<file path="src/rtl/rau_pkg.sv">
// ----------------------------------------------------------------------------
// rau_pkg
// Shared types and constants of the rational arithmetic unit.
// ----------------------------------------------------------------------------
package rau_pkg;

    // field widths of the item channels
    localparam int KIND_W            = 3;
    localparam int FIELD_W           = 32;
    localparam int RES_W             = 64;
    localparam int OPERAND_WIDTH_DEF = 32;

    // operation codes
    typedef enum logic [KIND_W-1:0] {
        KIND_ADD  = 3'd0,
        KIND_SUB  = 3'd1,
        KIND_MUL  = 3'd2,
        KIND_DIV  = 3'd3,
        KIND_SIMP = 3'd4
    } t_kind;

    // sequencer states
    typedef enum logic [3:0] {
        ST_IDLE,
        ST_MUL,
        ST_GCD,
        ST_GCD_WAIT,
        ST_QA_WAIT,
        ST_QB,
        ST_QB_WAIT,
        ST_OUT
    } t_state;

endpackage

</file>
<file path="src/rtl/rau_div.sv">
// ----------------------------------------------------------------------------
// rau_div
// Unsigned restoring divider, one quotient bit per cycle. Gives quotient
// and remainder in the cycle after the last step, flagged by o_done.
// ----------------------------------------------------------------------------
module rau_div import rau_pkg::*; #(
    parameter int W = OPERAND_WIDTH_DEF
) (
    input  logic         i_clk,
    input  logic         i_rst_n,
    input  logic         i_start,
    input  logic [W-1:0] i_dividend,
    input  logic [W-1:0] i_divisor,
    output logic         o_done,
    output logic [W-1:0] o_quo,
    output logic [W-1:0] o_rem
);

    localparam int CW = $clog2(W);

    logic          r_busy, n_busy;
    logic          r_done, n_done;
    logic [CW-1:0] r_cnt, n_cnt;
    logic [W-1:0]  r_quo, n_quo;
    logic [W-1:0]  r_rem, n_rem;
    logic [W-1:0]  r_dvs, n_dvs;
    logic [W:0]    w_trial;
    logic [W:0]    w_diff;

    // one restoring step
    assign w_trial = {r_rem, r_quo[W-1]};
    assign w_diff  = w_trial - {1'b0, r_dvs};

    always_comb begin
        n_busy = r_busy;
        n_done = 1'b0;
        n_cnt  = r_cnt;
        n_quo  = r_quo;
        n_rem  = r_rem;
        n_dvs  = r_dvs;
        if (i_start) begin
            n_busy = 1'b1;
            n_cnt  = CW'(W - 1);
            n_quo  = i_dividend;
            n_rem  = '0;
            n_dvs  = i_divisor;
        end else if (r_busy) begin
            if (!w_diff[W]) begin
                n_rem = w_diff[W-1:0];
                n_quo = {r_quo[W-2:0], 1'b1};
            end else begin
                n_rem = w_trial[W-1:0];
                n_quo = {r_quo[W-2:0], 1'b0};
            end
            n_cnt = r_cnt - 1'b1;
            if (r_cnt == '0) begin
                n_busy = 1'b0;
                n_done = 1'b1;
            end
        end
    end

    // control
    always_ff @(posedge i_clk) begin
        if (!i_rst_n) begin
            r_busy <= 1'b0;
            r_done <= 1'b0;
        end else begin
            r_busy <= n_busy;
            r_done <= n_done;
        end
    end

    // datapath
    always_ff @(posedge i_clk) begin
        r_cnt <= n_cnt;
        r_quo <= n_quo;
        r_rem <= n_rem;
        r_dvs <= n_dvs;
    end

    assign o_done = r_done;
    assign o_quo  = r_quo;
    assign o_rem  = r_rem;

endmodule

</file>
<file path="config.mk">
export PLATFORM = sky130hd
export DESIGN_NAME = rau_div
export DESIGN_NICKNAME = d
export VERILOG_FILES = /design/src/rtl/rau_pkg.sv /design/src/rtl/rau_div.sv
export SDC_FILE = /design/constraint.sdc
export NUM_CORES = 1
export LEC_CHECK = 0
export BUFFER_PORTS_ARGS = -buffer_cell sky130_fd_sc_hd__buf_2
export CORE_ASPECT_RATIO = 1.5
export CORE_MARGIN = 3
export CORE_UTILIZATION = 40
export DETAILED_ROUTE_END_ITERATION = 8
export GPL_ROUTABILITY_DRIVEN = 0
export SLEW_MARGIN = 20
export SYNTH_ARGS = -nofsm -noshare
export SYNTH_HDL_FRONTEND = slang
export SYNTH_SLANG_ARGS = --single-unit
export TNS_END_PERCENT = 5
</file>
<file path="constraint.sdc">
create_clock -name i_clk -period 3.55 [get_ports i_clk]
set_input_delay 0.1775 -clock i_clk [delete_from_list [all_inputs] [get_ports i_clk]]
set_output_delay 0.1775 -clock i_clk [all_outputs]
set_load 0.01 [all_outputs]
</file>
==> results.md, run 1 <==
- Clock skew: 5.52 ps
- Max Cap Violations: 0
- IO buf count: 131
- Initial core utilization: 41.0%
- Share of cells above drive strength 1: 27.2%
- DRT Pass-1 Iters: 4
- Largest family of logic cells by synthesized area: compound AO/OA/AOI/OAI gates
- Max Root-Sink Buffers: 2
- Register area share after synthesis: 45.0%
- Initial DRC count: 222
- WP data required: 3800 ps
- Total track usage: 18.1%
- Placed cells: 890
- Synthesis-to-finish area growth: 24.1%
- Setup Viol. Count Final: 0
- CTS sink count: 103
- Crit path kind: register to register
- PD cells: 457 nW/um^2
- Layout Nets: 838
- # IOs: 132
- Hold Path Class: primary input to register
- Core Region: 14700 sq um
- Syn Nets: 685
- Worst setup margin: 237 ps
- Reg clk slew, reported paths: 70 ps
- Mapped Cells: 584
- Status: finished, final reports clean
- Total grt overflow: 0
- CTS root buf: clkbuf_16
- Static leakage: 3.27 nW
- Post-layout min period: 3310 ps
- Syn Area/Cell: 10.3 sq um
- CP Data Arrival Time: 3570 ps
- Min Hold Slack: 12.4 ps
- Yosys cell types: 73
- DRC Markers: 0
- Pins Over Slew Limit: 0
- CTS tree: yes
- Largest net degree at the start of global routing: 66
- Setup TNS: 0 ps
- Initial antenna violation count: 0
- Site Rows: 54
- Ys flop type: edfxtp_1
- N_diodes: 0
- Pwr Total: 3.41 mW
- Post-synthesis mux area share: 10.1%
- Wire per inst: 16.0 um
- Antenna Nets Post-Route: 0
- RSZ-0062 raised after global routing: no
- CP startpoint kind: register
- FMAX: 302 MHz
- Die Area: 16600 sq um
- Maximum vdd drop: 222 uV
- Critical path peak fanout: 11
- Pre-CTS WS: 187 ps
- Via count: 4918
- Hold Violations, Final: 0
- Vias in the first global route: 5045
- Via/cell ratio: 5.24
- CP endpoint kind: register
- First-pass GRT wire length: 24100 um
- Final period util: 93.3%
- Post-synth EDFFs: 64
- Synth Area in Adders: 7.21%
- Chip height: 156 um
- Post-Layout Cell Count: 938
- Clk Latency, worst-skew pair: 350 ps
- Yosys reg bits: 103
- H-Tree Depth: 3
- Num CTS Buffers: 9
- HPWL after DPL: 10900 um
- Worst slew pin tran: 760 ps
- Synth Cell Area: 6010 sq um
- Synth warn: 0
- Die Wd: 106 um
- Async S/R FF share, synth: 0%
- Max-slew headroom: 49.3%
- Simple-gate portion of the synthesized area: 12.2%
- Post-synthesis compound-gate area fraction: 16.1%
- XOR/XNOR Fraction of Synth Area: 4.08%
- Detailed Route WL: 15000 um
worst max-delay path: stages, from the launching register on:
cell      delay (ps)
edfxtp_1         370
inv_1             50
ha_1             230
fa_1             410
nand2b_1         190
a21oi_2          210
o311ai_2         160
a21oi_4          250
a31oi_4          150
mux2i_2          340
nand2_4          210
buf_4            250
mux2i_1          130
a211oi_1         270
metrics by stage:
stage                     instance area [sq um]  utilization [%]
after CTS                                  7450             50.8
after floorplan                            6010                -
final                                      7450             50.8
after global routing                       7450             50.8
after global placement                     6820             46.5
after detailed placement                   6820             46.5
layer usage:
layer | track usage, % | part of all wire (%)
met3 | 3.98 | 5.3
met5 | 0 | 0
met1 | 21.7 | 42
met2 | 30.8 | 49
met4 | 8.77 | 3.0
placed cells by master (no fill, tap or decap), types with 3 or more instances in the layout:
| cell type | n |
|---|---|
| o21ai_0 | 26 |
| mux2_2 | 32 |
| ha_1 | 33 |
| buf_4 | 9 |
| or3_1 | 4 |
| mux2i_1 | 23 |
| nor2_1 | 39 |
| dfxtp_1 | 38 |
| nand2b_1 | 11 |
| a31oi_1 | 5 |
| o311ai_0 | 3 |
| nand3_1 | 7 |
| inv_1 | 47 |
| a211oi_1 | 16 |
| nand4_1 | 7 |
| xnor2_1 | 19 |
| nand2_1 | 43 |
| o31a_1 | 3 |
| dlygate4sd3_1 | 31 |
| o211ai_1 | 5 |
| nor3_1 | 5 |
| nor2b_1 | 5 |
| o31ai_1 | 3 |
| and3_1 | 8 |
| a21o_1 | 10 |
| buf_2 | 130 |
| nor3b_1 | 3 |
| clkbuf_16 | 9 |
| a21oi_1 | 32 |
| edfxtp_1 | 64 |
| xor2_1 | 9 |
| and2_1 | 3 |
| o21bai_1 | 4 |
logic make-up after synthesis:
kind of cell,Yosys count
AND/OR/NAND/NOR,148
AO/OA/AOI/OAI,139
flip-flops,103
buffers and inverters,76
multiplexers,56
adder cells (fa/ha/maj),34
XOR/XNOR,28
synthesized netlist by cell type, types with 2 or more instances:
cell      number  area, sq um
edfxtp_1      64         1920
inv_1         47          176
nand2_1       43          161
dfxtp_1       39          781
nor2_1        39          146
ha_1          33          413
a21oi_1       32          160
mux2_2        32          360
o21ai_0       26          130
mux2i_1       23          230
clkbuf_1      20         75.1
xnor2_1       19          166
a211oi_1      16          120
nand2b_1      11         68.8
a21o_1        10         75.1
xor2_1         9         78.8
and3_1         8         50.1
nand3_1        7         35.0
nand4_1        7         43.8
a31oi_1        5         31.3
nor2b_1        5         31.3
nor3_1         5         25.0
o211ai_1       5         37.5
buf_2          4         20.0
o21bai_1       4         30.0
or3_1          4         25.0
and2_1         3         18.8
nor3b_1        3         22.5
o311ai_0       3         26.3
o31a_1         3         26.3
o31ai_1        3         22.5
a21boi_0       2         15.0
a22oi_1        2         15.0
a31o_2         2         17.5
a41oi_1        2         17.5
buf_8          2         30.0
nor4_1         2         12.5
o21a_1         2         15.0
o21ai_1        2         10.0
o221ai_1       2         17.5
or3b_2         2         17.5
cell type report:
cell class              instances  area [sq um]
repair buffers                170          1030
fillers                      1396          7210
clock buffers                  11           233
flip-flops and latches        103          2700
well taps                     196           245
inverters                      47           176
multi-input cells             406          2990
clock inverters                 5          81.3
worst paths after layout:
kind	startpoint	end	slack (ps)	cells past startpoint
max reg2reg	o_quo[31]$_DFFE_PP_	o_rem[23]$_SDFFE_PP0P_	240	13
max	o_quo[31]$_DFFE_PP_	o_rem[23]$_SDFFE_PP0P_	240	13
min reg2reg	r_cnt[4]$_SDFFE_PP1P_	o_done$_SDFF_PP0_	490	1
min	i_divisor[21]	r_dvs[21]$_DFFE_PP_	10	1
sequential cells by signal, summed over array words and instances, names as in the netlist:
register	flops
o_done	1
o_quo	32
o_rem	32
r_busy	1
r_cnt	5
r_dvs	32
power by group:
part	switching (mW)	leakage (nW)	internal [mW]
registers	0.0670	0.955	1.39
clock network	0.450	0.150	0.620
logic	0.493	2.17	0.391
timing repair:
item / 4_1_cts / 5_1_grt
buffers inserted: 0 / 0
endpoints found under the hold margin: 31 / 0
endpoints found under the setup margin: 0 / 2
gates resized for setup: 0 / 0
hold buffers: 31 / 0
No activity file was read; power rests on OpenSTA's default activity.
==> run 2, diff against run 1 <==
--- a/config.mk
+++ b/config.mk
@@ -5,6 +5,7 @@
 export SDC_FILE = /design/constraint.sdc
 export NUM_CORES = 1
 export LEC_CHECK = 0
+export ABC_CLOCK_PERIOD_IN_PS = 3100
 export BUFFER_PORTS_ARGS = -buffer_cell sky130_fd_sc_hd__buf_2
 export CORE_ASPECT_RATIO = 1.5
 export CORE_MARGIN = 3
==> constraint.sdc (replaced) <==
create_clock -name i_clk -period 3.1 [get_ports i_clk]
set_input_delay 0.155 -clock i_clk [delete_from_list [all_inputs] [get_ports i_clk]]
set_output_delay 0.155 -clock i_clk [all_outputs]
set_load 0.01 [all_outputs]
==> results.md, run 2 (synthesis results as in run 1) <==
- Status: finished, final reports clean (unchanged)
- Most frequent cells in the layout: buf_2, edfxtp_1, inv_1 (unchanged)
- Synthesis-to-finish area growth: 26.4% (was 24.1%)
- CTS tree: yes (unchanged)
- Initial DRC count: 234 (was 222)
- Hold Violations, Final: 0 (unchanged)
- Crit path kind: register to register (unchanged)
- DRC Markers: 0 (unchanged)
- Site Rows: 54 (unchanged)
- Post-layout min period: 2950 ps (was 3310 ps)
- Chip height: 156 um (unchanged)
- Via/cell ratio: 5.15 (was 5.24)
- Num CTS Buffers: 9 (unchanged)
- Hold Startpoint: i_rst_n (was i_divisor[21])
- Worst R2R Setup Slack: 150 ps (was 240 ps)
- Share of cells above drive strength 1: 28.6% (was 27.2%)
- Register-to-Register Path Depth: 11 (was 13)
- Vias in the first global route: 5054 (was 5045)
- First-pass GRT wire length: 24500 um (was 24100 um)
- Reg clk slew, reported paths: 70 ps (about the same)
- Max-slew headroom: 49.3% (about the same)
- Layout Nets: 851 (was 838)
- Total track usage: 18.3% (was 18.1%)
- Initial core utilization: 41.0% (unchanged)
- Max Cap Violations: 0 (unchanged)
- WHS Endpoint: r_busy$_SDFF_PN0_ (was r_dvs[21]$_DFFE_PP_)
- CTS root buf: clkbuf_16 (unchanged)
- Setup TNS: 0 ps (unchanged)
- Util after Layout: 51.8% (was 50.8%)
- Multi-input logic area: 3010 sq um (was 2990 sq um)
- CP endpoint kind: register (unchanged)
- Die Area: 16600 sq um (unchanged)
- Maximum vdd drop: 358 uV (was 222 uV)
- Die Wd: 106 um (unchanged)
- Worst Hold Depth: 2 (was 1)
- Final period util: 95.2% (was 93.3%)
- Detailed Route WL: 14700 um (was 15000 um)
- Pre-CTS WS: 72.3 ps (was 187 ps)
- # IOs: 132 (unchanged)
- N_diodes: 0 (unchanged)
- Critical path peak fanout: 6 (was 11)
- H-Tree Depth: 3 (unchanged)
- Largest net degree at the start of global routing: 66 (unchanged)
- Static leakage: 3.33 nW (was 3.27 nW)
- Setup Viol. Count Final: 0 (unchanged)
- Hold Path Class: primary input to register (unchanged)
- Most common cell after layout, fill and taps aside: buf_2 (unchanged)
- Worst r2r dst: o_rem[18]$_SDFFE_PP0P_ (was o_rem[23]$_SDFFE_PP0P_)
- Total grt overflow: 0 (unchanged)
- DRT Pass-1 Iters: 5 (was 4)
- Clk Latency, worst-skew pair: 350 ps (about the same)
- Fillcell total: 1357 (was 1396)
- Worst slew pin tran: 760 ps (about the same)
- Pwr Total: 3.89 mW (was 3.41 mW)
- PD cells: 512 nW/um^2 (was 457 nW/um^2)
- Wire per inst: 15.4 um (was 16.0 um)
- IO buf count: 131 (unchanged)
- Worst setup margin: 149 ps (was 237 ps)
- Placed cells: 901 (was 890)
- Antenna Nets Post-Route: 0 (unchanged)
- CTS sink count: 103 (unchanged)
- Post-Layout Cell Count: 951 (was 938)
- Core Region: 14700 sq um (unchanged)
- Via count: 4901 (was 4918)
- RSZ-0062 raised after global routing: no (unchanged)
- CP startpoint kind: register (unchanged)
- Clock skew: 12.4 ps (was 5.52 ps)
- Pins Over Slew Limit: 0 (unchanged)
- FMAX: 339 MHz (was 302 MHz)
- Max Root-Sink Buffers: 2 (unchanged)
- RR Startpoint: o_rem[6]$_SDFFE_PP0P_ (was o_quo[31]$_DFFE_PP_)
- HPWL after DPL: 10900 um (about the same)
- CP Data Arrival Time: 3220 ps (was 3570 ps)
- Seq. cell area: 2700 sq um (unchanged)
- WP data required: 3370 ps (was 3800 ps)
- Initial antenna violation count: 0 (unchanged)
## run 2: cell types whose count changed in the layout (fill, tap and decap cells not counted), moves of 2 or more
cell      previous run  this run
buf_4                9        20
buf_12               0         2
clkbuf_1             2         0
o21ai_0             26        24
o21ai_1              2         4
## run 2: where the power goes
group / internal, mW / total [mW] / switching [mW]
clock: 0.635 / 1.17 / 0.531
sequential: 1.59 / 1.66 / 0.0749
combinational: 0.487 / 1.06 / 0.569
## run 2: what timing repair did
action	in CTS	in global routing
hold buffers	32	0
gates resized for setup	0	5
endpoints found under the setup margin	0	24
buffers inserted	0	2
endpoints found under the hold margin	32	0
## run 2: worst max path at each step
stage	start	end	slack, ps	depth (start not counted)
2_1_floorplan	o_quo[31]$_DFFE_PP_	o_quo[0]$_DFFE_PP_	30	13
3_3_place_gp	o_quo[31]$_DFFE_PP_	o_rem[16]$_SDFFE_PP0P_	200	13
3_5_place_dp	o_quo[31]$_DFFE_PP_	o_rem[24]$_SDFFE_PP0P_	70	13
4_1_cts	o_quo[31]$_DFFE_PP_	o_rem[24]$_SDFFE_PP0P_	70	13
5_1_grt	o_quo[31]$_DFFE_PP_	o_rem[20]$_SDFFE_PP0P_	9	13
6_report	o_rem[6]$_SDFFE_PP0P_	o_rem[18]$_SDFFE_PP0P_	150	11
## run 2: layer usage
metal / part of all wire (%) / GRT usage, % / vias up
met3: 5.4 / 4.22 / 17
met2: 51 / 31.8 / 145
met4: 1.6 / 6.23 / 0
met5: 0 / 0 / -
li1: - / - / 2461
met1: 42 / 22.2 / 2278
## run 2: area by class of cell
type                       count  share of cell area, %
multi-input combinational    405                   39.6
sequential                   103                   35.6
timing repair buffer         184                   15.3
tap                          196                   3.23
clock buffer                   9                   2.97
inverter                      47                   2.32
clock inverter                 7                   1.02
## run 2: through the flow
stage               hold slack, ps  cell area (sq um)
floorplan                      254               6010
detailed placement             333               6920
finish                        26.9               7590
global placement               331               6920
global route                  25.2               7590
CTS                           14.9               7540
## run 2: worst max-delay path, cell delays in order, from the launching register on
cell,delay (ps)
dfxtp_1,340
ha_1,380
a21o_1,240
or3_1,350
o22a_1,240
o41ai_1,370
buf_4,200
nand2_1,50
a21o_1,200
xnor2_1,120
a31o_2,260
a211oi_2,130
==> run 3, diff against run 2 <==
--- a/config.mk
+++ b/config.mk
@@ -10,6 +10,7 @@
 export CORE_ASPECT_RATIO = 1.5
 export CORE_MARGIN = 3
 export CORE_UTILIZATION = 40
+export CTS_BUF_LIST = sky130_fd_sc_hd__clkbuf_8
 export DETAILED_ROUTE_END_ITERATION = 8
 export GPL_ROUTABILITY_DRIVEN = 0
 export SLEW_MARGIN = 20
==> results.md, run 3 (synthesis results as in run 1) <==
- Worst Hold Depth: 2 (unchanged)
- Post-layout min period: 2980 ps (was 2950 ps)
- Hold Path Class: primary input to register (unchanged)
- Antenna Nets Post-Route: 0 (unchanged)
- Most frequent cells in the layout: buf_2, edfxtp_1, inv_1 (unchanged)
- Synthesis-to-finish area growth: 24.9% (was 26.4%)
- Max-slew headroom: 49.3% (about the same)
- Setup Viol. Count Final: 0 (unchanged)
- Hold Violations, Final: 0 (unchanged)
- IO buf count: 131 (unchanged)
- Die Wd: 106 um (unchanged)
- Cells along the critical path: ha_1 -> a21o_1 -> or3_1 -> o22a_1 -> o41ai_1 -> buf_4 -> nand2_1 -> a21o_1 -> xnor2_1 -> a31o_2 -> a211oi_2 (unchanged)
- Pins Over Slew Limit: 0 (unchanged)
- CP endpoint kind: register (unchanged)
- PD cells: 480 nW/um^2 (was 512 nW/um^2)
- Worst setup margin: 121 ps (was 149 ps)
- Share of cells above drive strength 1: 28.6% (about the same)
- Site Rows: 54 (unchanged)
- Register-to-Register Path Depth: 11 (unchanged)
- Most common cell after layout, fill and taps aside: buf_2 (unchanged)
- Critical path peak fanout: 6 (unchanged)
- Wire per inst: 15.4 um (about the same)
- CP startpoint kind: register (unchanged)
- Pre-CTS WS: 72.3 ps (unchanged)
- Chip height: 156 um (unchanged)
- Initial antenna violation count: 0 (unchanged)
- CP max stage cell: ha_1 (unchanged)
- WP data required: 3400 ps (was 3370 ps)
- First-pass GRT wire length: 24600 um (was 24500 um)
- # IOs: 132 (unchanged)
- Core Region: 14700 sq um (unchanged)
- Static leakage: 3.29 nW (was 3.33 nW)
- H-Tree Depth: 3 (unchanged)
- Total track usage: 18.4% (was 18.3%)
- Clock skew: 17.5 ps (was 12.4 ps)
- Util after Layout: 51.2% (was 51.8%)
- Vias in the first global route: 5045 (was 5054)
- FMAX: 336 MHz (was 339 MHz)
- Total grt overflow: 0 (unchanged)
- Slowest stage delay, CP: 380 ps (about the same)
- Reg clk slew, reported paths: 110 ps (was 70 ps)
- CTS tree: yes (unchanged)
- Clk Latency, worst-skew pair: 390 ps (was 350 ps)
- N_diodes: 0 (unchanged)
- Initial core utilization: 41.0% (unchanged)
- Crit path kind: register to register (unchanged)
- Die Area: 16600 sq um (unchanged)
- CTS sink count: 103 (unchanged)
- CTS root buf: clkbuf_8 (was clkbuf_16)
- Num CTS Buffers: 9 (unchanged)
- Largest net degree at the start of global routing: 66 (unchanged)
- Status: finished, final reports clean (unchanged)
- Layout Nets: 852 (was 851)
- CP Data Arrival Time: 3280 ps (was 3220 ps)
- Crit path top cell by count: a21o_1 (unchanged)
- Final period util: 96.1% (was 95.2%)
- Max Cap Violations: 0 (unchanged)
- Max Root-Sink Buffers: 2 (unchanged)
- HPWL after DPL: 10900 um (unchanged)
- Via count: 4896 (was 4901)
- Via/cell ratio: 5.14 (was 5.15)
- RSZ-0062 raised after global routing: yes (was no)
- DRT Pass-1 Iters: 6 (was 5)
- Detailed Route WL: 14700 um (about the same)
- DRC Markers: 0 (unchanged)
- Worst slew pin tran: 760 ps (about the same)
- Initial DRC count: 236 (was 234)
- Maximum vdd drop: 261 uV (was 358 uV)
-- run 3: cell count changes in the layout (fill, tap and decap cells not counted) --
cell / before / now
clkbuf_16: 9 / 0
clkbuf_8: 0 / 9
dlygate4sd3_1: 32 / 33
-- run 3: final timing paths --
kind,from,end,slack [ps]
min,i_dividend[29],o_quo[29]$_DFFE_PP_,60
max,o_rem[6]$_SDFFE_PP0P_,o_rem[18]$_SDFFE_PP0P_,120
max reg2reg,o_rem[6]$_SDFFE_PP0P_,o_rem[18]$_SDFFE_PP0P_,120
min reg2reg,r_cnt[4]$_SDFFE_PP1P_,o_done$_SDFF_PP0_,500
-- run 3: timing repair --
item | CTS | global route
setup buffers | 0 | 2
hold buffers | 33 | 0
setup endpoints to repair | 0 | 25
endpoints found under the hold margin | 34 | 0
gates resized for setup | 0 | 5
-- run 3: final cells by class --
type / count / area (sq um)
timing repair buffer: 185 / 1170
fill: 1373 / 7160
tap: 196 / 245
sequential: 103 / 2700
inverter: 47 / 176
clock buffer: 9 / 124
clock inverter: 7 / 77.6
multi-input combinational: 405 / 3010
-- run 3: stage by stage --
| step | cells | power [mW] | TNS (ps) | hold WS, ps | instance area (sq um) |
|---|---|---|---|---|---|
| CTS | 950 | 3.63 | 0 | 29.0 | 7450 |
| global placement | 901 | 2.68 | 0 | 331 | 6920 |
| global route | 952 | 3.83 | -5.57 | 26.0 | 7500 |
| floorplan | 584 | 2.39 | 0 | 254 | 6010 |
| finish | 952 | 3.60 | 0 | 59.4 | 7500 |
| detailed placement | 901 | 2.69 | 0 | 333 | 6920 |
-- run 3: metal layers --
layer  track usage (%)  vias to the layer above  routed length, um
met2              31.9                      153               7460
met1              22.3                     2268               6170
met3              4.84                       15                823
met5                 0                        -                  0
met4              5.68                        0                226
li1                  -                     2460                  -
-- run 3: worst max-delay path: cells and delay by family (launching register included) --
family | cells | cell delay, ps
AND/OR/NAND/NOR | 2 | 400
adder cells (fa/ha/maj) | 1 | 380
AO/OA/AOI/OAI | 6 | 1440
buffers and inverters | 1 | 200
flip-flops | 1 | 350
XOR/XNOR | 1 | 130
-- run 3: power breakdown --
| group | total [mW] | switching (mW) | internal (mW) |
|---|---|---|---|
| sequential | 1.66 | 0.0752 | 1.59 |
| clock | 0.883 | 0.501 | 0.382 |
| combinational | 1.06 | 0.568 | 0.488 |
